[config.mk]
export PLATFORM = sky130hd
export DESIGN_NAME = htbd_front
export DESIGN_NICKNAME = d
export VERILOG_FILES = /design/src/rtl/htbd_pkg.sv /design/src/rtl/htbd_front.sv
export SDC_FILE = /design/constraint.sdc
export NUM_CORES = 1
export LEC_CHECK = 0
export ABC_CLOCK_PERIOD_IN_PS = 1800
export BUFFER_PORTS_ARGS = -buffer_cell sky130_fd_sc_hd__buf_2
export CAP_MARGIN = 20
export CORE_UTILIZATION = 40
export CTS_CLUSTER_DIAMETER = 50
export DETAILED_ROUTE_END_ITERATION = 7
export PLACE_DENSITY = 0.66
export SLEW_MARGIN = 10
export SYNTH_ARGS = -nofsm -noshare
export SYNTH_HDL_FRONTEND = slang
export SYNTH_SLANG_ARGS = --single-unit
[constraint.sdc]
create_clock -name clk -period 1.8 [get_ports clk]
set_input_delay 0.36 -clock clk [delete_from_list [all_inputs] [get_ports clk]]
set_output_delay 0.36 -clock clk [all_outputs]
set_load 0.01 [all_outputs]
[src/rtl/htbd_pkg.sv]
// Shared types and constants of the Huffman tree byte decoder.
package htbd_pkg;

  // Tree table geometry
  localparam int TREE_ENTRIES = 1024;
  localparam int TREE_AW      = $clog2(TREE_ENTRIES);
  localparam int OFF_W        = TREE_AW - 1;
  localparam int PAIRS        = TREE_ENTRIES / 2;

  localparam logic [15:0] ROOT_NODE = 16'h0100;
  localparam logic [15:0] LEAF_MAX  = 16'h00FF;

  localparam int BITS  = 8;
  localparam int BIT_W = $clog2(BITS);

  // Input commands
  localparam logic [1:0] CMD_LOAD    = 2'd0;
  localparam logic [1:0] CMD_BYTE    = 2'd1;
  localparam logic [1:0] CMD_RESTART = 2'd2;

  // Operations handed from the front to the walker
  localparam logic [1:0] OP_LOAD    = 2'd0;
  localparam logic [1:0] OP_BYTE    = 2'd1;
  localparam logic [1:0] OP_RESTART = 2'd2;

  localparam int QUEUE_DEPTH = 2;
  localparam int Q_AW        = $clog2(QUEUE_DEPTH);

  typedef struct packed {
    logic [1:0]  cmd;
    logic [9:0]  entry_index;
    logic [15:0] entry_value;
    logic [7:0]  data_byte;
  } item_t;

  typedef struct packed {
    logic [7:0] character;
    logic       end_of_string;
    logic       bad_node;
    logic       last_of_item;
  } result_t;

  typedef struct packed {
    logic [1:0]         kind;
    logic [TREE_AW-1:0] index;
    logic [15:0]        value;
    logic [7:0]         data;
  } op_t;

endpackage

[src/rtl/htbd_front.sv]
// Input side: accept items, drop unused commands, queue operations for the walker.
module htbd_front import htbd_pkg::*; (
  input  logic  clk,
  input  logic  rst,
  input  logic  item_valid,
  output logic  item_ready,
  input  item_t item,
  output logic  op_valid,
  input  logic  op_ready,
  output op_t   op
);

  op_t             q [QUEUE_DEPTH];
  logic [Q_AW-1:0] wptr;
  logic [Q_AW-1:0] rptr;
  logic [Q_AW:0]   count;

  logic keep;
  op_t  op_in;
  logic push;
  logic pop;

  always_comb begin
    op_in.kind  = OP_LOAD;
    op_in.index = item.entry_index[TREE_AW-1:0];
    op_in.value = item.entry_value;
    op_in.data  = item.data_byte;
    keep        = 1'b0;
    unique case (item.cmd)
      CMD_LOAD: begin
        op_in.kind = OP_LOAD;
        keep       = 32'(item.entry_index) < TREE_ENTRIES;
      end
      CMD_BYTE: begin
        op_in.kind = OP_BYTE;
        keep       = 1'b1;
      end
      CMD_RESTART: begin
        op_in.kind = OP_RESTART;
        keep       = 1'b1;
      end
      default: begin
        keep = 1'b0;
      end
    endcase
  end

  assign item_ready = count < (Q_AW+1)'(QUEUE_DEPTH);
  assign push       = item_valid && item_ready && keep;
  assign op_valid   = count != '0;
  assign pop        = op_valid && op_ready;
  assign op         = q[rptr];

  always_ff @(posedge clk) begin
    if (rst) begin
      wptr  <= '0;
      rptr  <= '0;
      count <= '0;
    end else begin
      if (push) begin
        wptr <= (wptr == Q_AW'(QUEUE_DEPTH-1)) ? '0 : wptr + 1'b1;
      end
      if (pop) begin
        rptr <= (rptr == Q_AW'(QUEUE_DEPTH-1)) ? '0 : rptr + 1'b1;
      end
      if (push && !pop) begin
        count <= count + 1'b1;
      end else if (pop && !push) begin
        count <= count - 1'b1;
      end
    end
  end

  always_ff @(posedge clk) begin
    if (push) begin
      q[wptr] <= op_in;
    end
  end

endmodule

Word level (Yosys, flattened, before mapping)

Memories as Yosys holds them, arrays and structs flattened. A register that Yosys moved wholly into a read port is not among the register bits.
Cells that the tools add are included.

Mux-type cells: 10
$lt $le $gt $ge: 1
$add $sub $neg: 4
Reductions and logical operators: 11
Equality and inequality tests: 2

Operators with widths:

| operator              | number |
|---|---|
| $mux W1               | 7 |
| $logic_and A1 B1 Y1   | 5 |
| $mux W2               | 2 |
| $pmux W2 S2           | 1 |
| $reduce_bool A2 Y1    | 2 |
| $reduce_or A3 Y1      | 1 |
| $add A1 B1 Y1 const B | 2 |
| $add A2 B1 Y2 const B | 1 |
| $eq A2 B1 Y1 const B  | 1 |
| $eq A2 B2 Y1 const B  | 1 |
| $logic_not A1 Y1      | 2 |
| $logic_not A2 Y1      | 1 |
| $lt A2 B2 Y1 const B  | 1 |
| $sub A2 B1 Y2 const B | 1 |

Input bits: 40
Bits in writable memories: 72
Output and inout bits: 38
Memories: 1
Word-level logic and storage cells: 32
Register bits after elaboration: 4

Memory list:

| memory | words | bits a word | rd ports | clocked after memory_dff | write ports | RTL line         | source |
|---|---|---|---|---|---|---|---|
| q      | 2     | 36          | 1        | 1                        | 1           | htbd_front.sv:13 | `op_t q [QUEUE_DEPTH];` |

Depth between registers and ports, before layout

Gate-level depths: netlist (run 1).

Word-level depth: 8
Gate-level depth with buffers: 6
Gate-level depth less buffers: 6

Worst setup path after synthesis (run 1)

No wires, ideal clock.

Kind: register to register
Start point: reg count[1]
End point: mem q[1][0] (netlist bit) (enable)
Data arrival time: 1.515 ns
Path slack: -0.112 ns
Clock period less this slack: 1.912 ns
Library setup time: 0.397 ns
Data required time: 1.403 ns
Cell stages (with the launch flop): 4
Path through: dfxtp_1 -> inv_1 -> and3_1 -> and2_1

Cells in the longest elaborated chain, start to end: 5

RTL lines:

| element                           | RTL line         | source |
|---|---|---|
| start, declared                   | htbd_front.sv:16 | `logic [Q_AW:0] count;` |
| start signal, assigned            | htbd_front.sv:67 | `count <= count + 1'b1;` |
| start signal, assigned            | htbd_front.sv:69 | `count <= count - 1'b1;` |
| $lt A2 B2 Y1                      | htbd_front.sv:48 | `assign item_ready = count < (Q_AW+1)'(QUEUE_DEPTH);` |
| net item_ready                    | htbd_front.sv:6  | `output logic item_ready,` |
| $logic_and A1 B1 Y1 (2 in series) | htbd_front.sv:49 | `assign push = item_valid && item_ready && keep;` |
| net push                          | htbd_front.sv:20 | `logic push;` |
| $mux W1                           | htbd_front.sv:75 | `if (push) begin` |
| $mux W1 (not written as such)     | htbd_front.sv:76 | `q[wptr] <= op_in;` |
| end, declared                     | htbd_front.sv:13 |  |

The timed path passes the listed nets, and every way through them passes these cells.

==> results.md, run 1 <==
Status
• result of the run: finished clean

Critical path
• critical path, cell by cell: buf_12 -> mux2_2 -> buf_2
• critical register-to-register path startpoint: count[1]
• family of cells with the greatest summed delay on the critical path: flip-flops
• worst endpoint data arrival time: 1.40 ns
• CP Max Fanout: 16
• type of the worst setup path: flip-flop to primary output
• launching element type of the critical path: flip-flop
• slowest CP cell: sky130_fd_sc_hd__dfxtp_4
• Required @ worst endpoint: 1.44 ns
• kind of capture point of the worst setup path: primary output
• number of buffer and inverter stages on the critical path: 2
• Worst path max stage delay: 0.40 ns

Global route
• GRT Residual Overflow: 0
• global router's overall resource usage: 13.1%
• number of antenna violations at the first check in global routing: 0
• largest net degree at the start of global routing: 37
• vias in the first global route: 1525
• first-pass GRT wire length: 6990 microns

Placed design
• count of input and output buffers: 77
• detailed placement HPWL: 2840 microns
• routability-driven placement congestion ratio: 0.673
• Placed Cells: 314
• placed instance area: 3390 sq um

STA
• Period minus WS final: 1.76 ns
• clock tree skew after final layout: 0.00457 ns
• max-slew violations: 0
• transition time at the pin with the least slew margin: 0.365 ns
• tightest slew margin relative to the limit: 75.4%
• endpoints failing hold: 0
• f_max: 570 MHz
• final cycle utilization of the critical path: 97.5%
• setup violators final: 0
• setup TNS: 0 ns
• setup repair after global routing missed its margin: true

Synthesis
• Netlist cell types: 19
• post-synthesis register bit count: 77
• number of cells produced by synthesis: 140
• syn_nets: 181
• mean area per synthesized cell: 20.3 sq um
• area of the mapped netlist: 2840 sq um
• Synth warnings: 0
• sequential cell area fraction in the yosys report: 79.5%

Floorplanning
• chip width: 86.3 microns
• Row Count: 30
• effective utilization at floorplan: 41.6%
• number of I/O pins: 78
• floorplan die area: 7450 sq um
• core region area: 6830 sq um
• height of the die: 86.3 microns

Drt
• number of remaining DRC errors: 0
• via density per instance: 4.60
• number of optimization iterations in the first detailed-route pass: 4
• Routed Antenna Nets: 0
• post-detailed-route wirelength per cell: 13.9 microns
• total length of routed wires: 4610 microns
• Iteration-0 DRC Markers: 51
• via count of the routed design: 1524

Final layout
• FILL cells: 597
• fraction of final layout cells with drive strength greater than 1: 58.3%
• area grow syn2layout: 26.9%
• total number of nets in the final design: 271
• post-route cell area: 3610 sq um
• count of antenna diodes in the layout: 0
• number of standard cells in the final layout excluding fillers: 331

Pwr
• power density normalized to cell area: 1300 nW/um^2
• LEAKAGE: 1.36 nW
• peak supply drop: 0.728 mV
• Design Power: 4.69 mW

Clocking
• number of H-tree levels: 3
• Clk Latency, worst-skew pair: 0.34 ns
• TritonCTS buffer count: 9
• CTS tree: yes
• number of buffers added to fix hold violations after cts: 0
• clock transition time at the flip-flop clock pins of the worst setup and hold paths: 0.07 ns
• master cell of the clock root buffer: sky130_fd_sc_hd__clkbuf_8
• Sink Count: 77
• setup repair bufs after CTS: 0
• deepest clock path buffer count: 2

Run
• max-cap violation count: 0

Min path
• type of the tightest min-delay check: primary input to flip-flop
• worst hold start: item[4]

[registers in the layout (all words and copies together) (netlist names), named ones only]
register / cells
rptr: 1
count: 2
q: 72
wptr: 1
[final timing paths]
kind	end	slack, ns	cells after the start
worst max register to register	count[1]	0.21	4
worst min register to register	rptr	0.52	2
worst max-delay path	op[30]	0.04	3
worst min-delay path	q[1][4]	0.20	1
[synthesized netlist by cell type]
cell                       instances  area (sq um)
sky130_fd_sc_hd__edfxtp_1         72          2160
sky130_fd_sc_hd__mux2_2           36           405
sky130_fd_sc_hd__dfxtp_1           5           100
sky130_fd_sc_hd__buf_6             3          33.8
sky130_fd_sc_hd__inv_1             3          11.3
sky130_fd_sc_hd__nor2_1            3          11.3
sky130_fd_sc_hd__xor2_1            3          26.3
sky130_fd_sc_hd__a21oi_1           2          10.0
sky130_fd_sc_hd__nor2b_1           2          12.5
sky130_fd_sc_hd__o21ai_0           2          10.0
sky130_fd_sc_hd__a31o_2            1          8.76
sky130_fd_sc_hd__and2_1            1          6.26
sky130_fd_sc_hd__and3_1            1          6.26
sky130_fd_sc_hd__buf_2             1          5.00
sky130_fd_sc_hd__ha_1              1          12.5
sky130_fd_sc_hd__nand2_1           1          3.75
sky130_fd_sc_hd__nand4_1           1          6.26
sky130_fd_sc_hd__or2_2             1          6.26
sky130_fd_sc_hd__or3_1             1          6.26
[what timing repair did]
item,CTS,global route
setup endpoints to repair,16,19
cloned,0,1
pin swaps,0,0
gates resized for setup,1,3
[cell usage in the layout, fill, tap and decap left out, types with 2 or more instances in the layout]
master	count
sky130_fd_sc_hd__mux2_2	36
sky130_fd_sc_hd__edfxtp_1	72
sky130_fd_sc_hd__o21ai_0	2
sky130_fd_sc_hd__buf_2	77
sky130_fd_sc_hd__a21oi_1	2
sky130_fd_sc_hd__nor2_1	3
sky130_fd_sc_hd__buf_12	4
sky130_fd_sc_hd__xor2_1	3
sky130_fd_sc_hd__nor2b_1	2
sky130_fd_sc_hd__dfxtp_1	4
sky130_fd_sc_hd__inv_1	3
sky130_fd_sc_hd__clkbuf_8	9
sky130_fd_sc_hd__clkinv_2	4
[final cells by class]
type	instances	area (sq um)	share of cell area (%)
sequential	77	2270	62.8
multi-input combinational	56	533	14.8
clock buffer	10	128	3.54
inverter	3	11.3	0.312
tap	96	120	3.33
timing repair buffer	83	498	13.8
clock inverter	6	53.8	1.49
[metal layers]
layer / wire [microns] / GRT usage (%) / share of wire (%) / vias to the layer above
met1: 2030 / 15.0 / 44 / 735
met2: 2150 / 20.8 / 47 / 59
li1: - / - / - / 721
met3: 364 / 6.29 / 7.9 / 9
met5: 0 / 0 / 0 / -
met4: 68 / 6.36 / 1.5 / 0
[worst reg2reg max path, delay by kind of cell, from the launching register on]
family	cells	cell delay [ns]
compound gates	2	0.49
flops	1	0.34
simple gates	1	0.36
fa+ha+maj	1	0.33
[where the power goes]
group          leakage, nW  switching [mW]  internal [mW]
Combinational        0.554           0.595          0.636
Sequential           0.708          0.0739           2.19
Clock               0.0972           0.572          0.626
[stage by stage]
stage / util [%] / setup slack, ns / hold slack (ns)
4_1_cts: 52.3 / 0.00417 / 0.187
2_1_floorplan: - / 0.127 / 0.429
6_report: 52.8 / 0.0446 / 0.205
3_3_place_gp: 49.6 / 0.210 / 0.487
5_1_grt: 52.8 / -0.0207 / 0.180
3_5_place_dp: 49.6 / 0.165 / 0.495
[logic make-up (layout without fill, tap and decap cells)]
kind of cell / count (synthesis) / in the layout / share of synthesized area, %
AO/OA/AOI/OAI: 5 / 5 / 1.01
AND/OR/NAND/NOR: 11 / 11 / 2.07
XOR/XNOR: 3 / 3 / 0.924
flip-flops: 77 / 77 / 79.5
buffers and inverters: 7 / 102 / 1.76
multiplexers: 36 / 36 / 14.3
adder cells (fa/ha/maj): 1 / 1 / 0.440
No activity file was read; power rests on OpenSTA's default activity.
==> run 2, diff against run 1 <==
Settings changed: CORE_UTILIZATION 40 to 46, CTS_CLUSTER_SIZE from default to 40, PLACE_DENSITY 0.66 to 0.81.
==> run 2 against run 1 <==
Maximum frequency rose by 1.4%. Critical path depth unchanged. First-iteration DRC count up 100%. Largest cell class unchanged. Critical path type unchanged. Non-clock buffer count rose by 1. Core utilization increased by 7.2 points. Flip-flop and latch count unchanged. Clock power decreased by 3%. Largest power group unchanged. Count of clock-buffer cells in the layout rose by 2. Cell count down 6.3%. Sequential power about the same. Sequential share of layout area grew 0.64 points. Highest routed layer unchanged.
==> results.md, run 2 (synthesis gave the netlist of run 1 again) <==
STA
• final cycle utilization of the critical path: 96.1%
• setup TNS: 0 ns
• max-slew violations: 0
• clock tree skew after final layout: 0.00560 ns
• Period minus WS final: 1.73 ns
• tightest slew margin relative to the limit: 77.9%
• Final WS setup: 0.0695 ns
• setup repair after global routing missed its margin: false
• smallest hold slack: 0.216 ns
• transition time at the pin with the least slew margin: 0.328 ns
• endpoints failing hold: 0
• f_max: 578 MHz
• setup violators final: 0

Clocking
• master cell of the clock root buffer: sky130_fd_sc_hd__clkbuf_8
• Sink Count: 77
• number of H-tree levels: 3
• deepest clock path buffer count: 2
• CTS tree: yes
• setup repair bufs after CTS: 0
• clock transition time at the flip-flop clock pins of the worst setup and hold paths: 0.07 ns
• Clk Latency, worst-skew pair: 0.33 ns
• TritonCTS buffer count: 9

Placed design
• count of input and output buffers: 77
• detailed placement HPWL: 3150 microns
• routability-driven placement congestion ratio: 0.699
• Placed Cells: 294
• Setup Slack @ Placement: 0.163 ns

Status
• result of the run: finished clean

Drt
• total length of routed wires: 4790 microns
• number of remaining DRC errors: 0
• number of optimization iterations in the first detailed-route pass: 4
• post-detailed-route wirelength per cell: 15.5 microns
• Routed Antenna Nets: 0
• via count of the routed design: 1535
• Iteration-0 DRC Markers: 103
• via density per instance: 4.95

Final layout
• most frequent cells in the layout: sky130_fd_sc_hd__buf_2 (77), sky130_fd_sc_hd__edfxtp_1 (72), sky130_fd_sc_hd__mux2_2 (36), sky130_fd_sc_hd__clkbuf_8 (9), sky130_fd_sc_hd__dfxtp_1 (4)
• area grow syn2layout: 25.6%
• largest register by flop count: q
• fraction of final layout cells with drive strength greater than 1: 57.0%
• count of antenna diodes in the layout: 0
• storage element area: 2270 sq um
• most frequent standard cell in the layout excluding fill and tap cells: sky130_fd_sc_hd__buf_2
• largest registers in the final layout: q: 72 flops, count: 2 flops
• FILL cells: 473
• number of flip-flops under the largest register name: 72
• total number of nets in the final design: 272
• footprint of the multi-input gates: 533 sq um
• number of standard cells in the final layout excluding fillers: 310

Pwr
• LEAKAGE: 1.35 nW
• power density normalized to cell area: 1300 nW/um^2
• Psw: 1.21 mW
• Gate power share: 26.3%
• Design Power: 4.65 mW
• peak supply drop: 0.829 mV
• proportion of power drawn by flip-flops and latches: 48.7%
• clock share of power: 25.0%
• internal power contribution: 3.44 mW
• switching fraction of total power: 26.0%

Critical path
• slowest CP cell: sky130_fd_sc_hd__dfxtp_4
• number of buffer and inverter stages on the critical path: 2
• CP Max Fanout: 13
• critical path, cell by cell: clkbuf_16 -> mux2_2 -> buf_2
• type of the worst setup path: flip-flop to primary output
• kind of capture point of the worst setup path: primary output
• Worst path max stage delay: 0.39 ns
• family of cells with the greatest summed delay on the critical path: flip-flops
• launching element type of the critical path: flip-flop
• worst endpoint data arrival time: 1.37 ns
• Required @ worst endpoint: 1.44 ns

Run
• max-cap violation count: 0

Global route
• vias in the first global route: 1492
• first-pass GRT wire length: 6960 microns
• global router's overall resource usage: 15.2%
• GRT Residual Overflow: 0
• largest net degree at the start of global routing: 28
• number of antenna violations at the first check in global routing: 0

Floorplanning
• effective utilization at floorplan: 47.8%
• number of I/O pins: 78
• floorplan die area: 6500 sq um
• height of the die: 80.6 microns
• core region area: 5960 sq um
• chip width: 80.6 microns
• Row Count: 28

Min path
• type of the tightest min-delay check: primary input to flip-flop

## run 2: path summary, 6_finish.rpt
check	startpoint	endpoint	slack, ns	depth (start not counted)
setup / recovery	flip-flop	op[0]	0.07	3
hold / removal	item[22]	q[1][22]	0.22	1
setup reg to reg	count[1]	count[1]	0.24	4
hold reg to reg	rptr	rptr	0.52	2
## run 2: through the flow
| stage | util, % | area, sq um |
|---|---|---|
| 6_report | 60.0 | 3570 |
| 5_1_grt | 60.0 | 3570 |
| 3_5_place_dp | 56.6 | 3370 |
| 3_3_place_gp | 56.6 | 3370 |
| 4_1_cts | 59.5 | 3540 |
| 2_1_floorplan | - | 2850 |
## run 2: per-layer routing
layer | track usage, % | vias up | share of wire (%)
met5 | 0 | - | 0
met3 | 3.86 | 4 | 6.2
met1 | 18.4 | 753 | 42
met4 | 8.04 | 0 | 1.0
met2 | 24.8 | 59 | 50
li1 | - | 719 | -
## run 2: power groups by stage
stage | logic, mW | clock network [mW] | registers [mW]
2_1_floorplan | 0.767 | 0 | 2.27
3_3_place_gp | 1.18 | 0 | 2.28
3_5_place_dp | 1.19 | 0 | 2.29
4_1_cts | 1.20 | 1.20 | 2.26
5_1_grt | 1.33 | 1.27 | 2.28
6_report | 1.22 | 1.16 | 2.27
## run 2: cell type report
class	count	share of cell area, %
clock buffers	12	3.78
clock inverters	3	1.05
inverters	3	0.315
multi-input cells	56	14.9
flip-flops and latches	77	63.4
well taps	75	2.63
repair buffers	84	13.9
## run 2: repair_timing
item | in CTS | in global routing
endpoints found under the setup margin | 0 | 2
resized for setup | 0 | 2
hold buffers | 0 | 0
## run 2: worst register-to-register path: cells and delay by family (launching register included)
family / cells / cell delay, ns
AO/OA/AOI/OAI: 2 / 0.45
adder cells (fa/ha/maj): 1 / 0.33
flip-flops: 1 / 0.34
AND/OR/NAND/NOR: 1 / 0.36
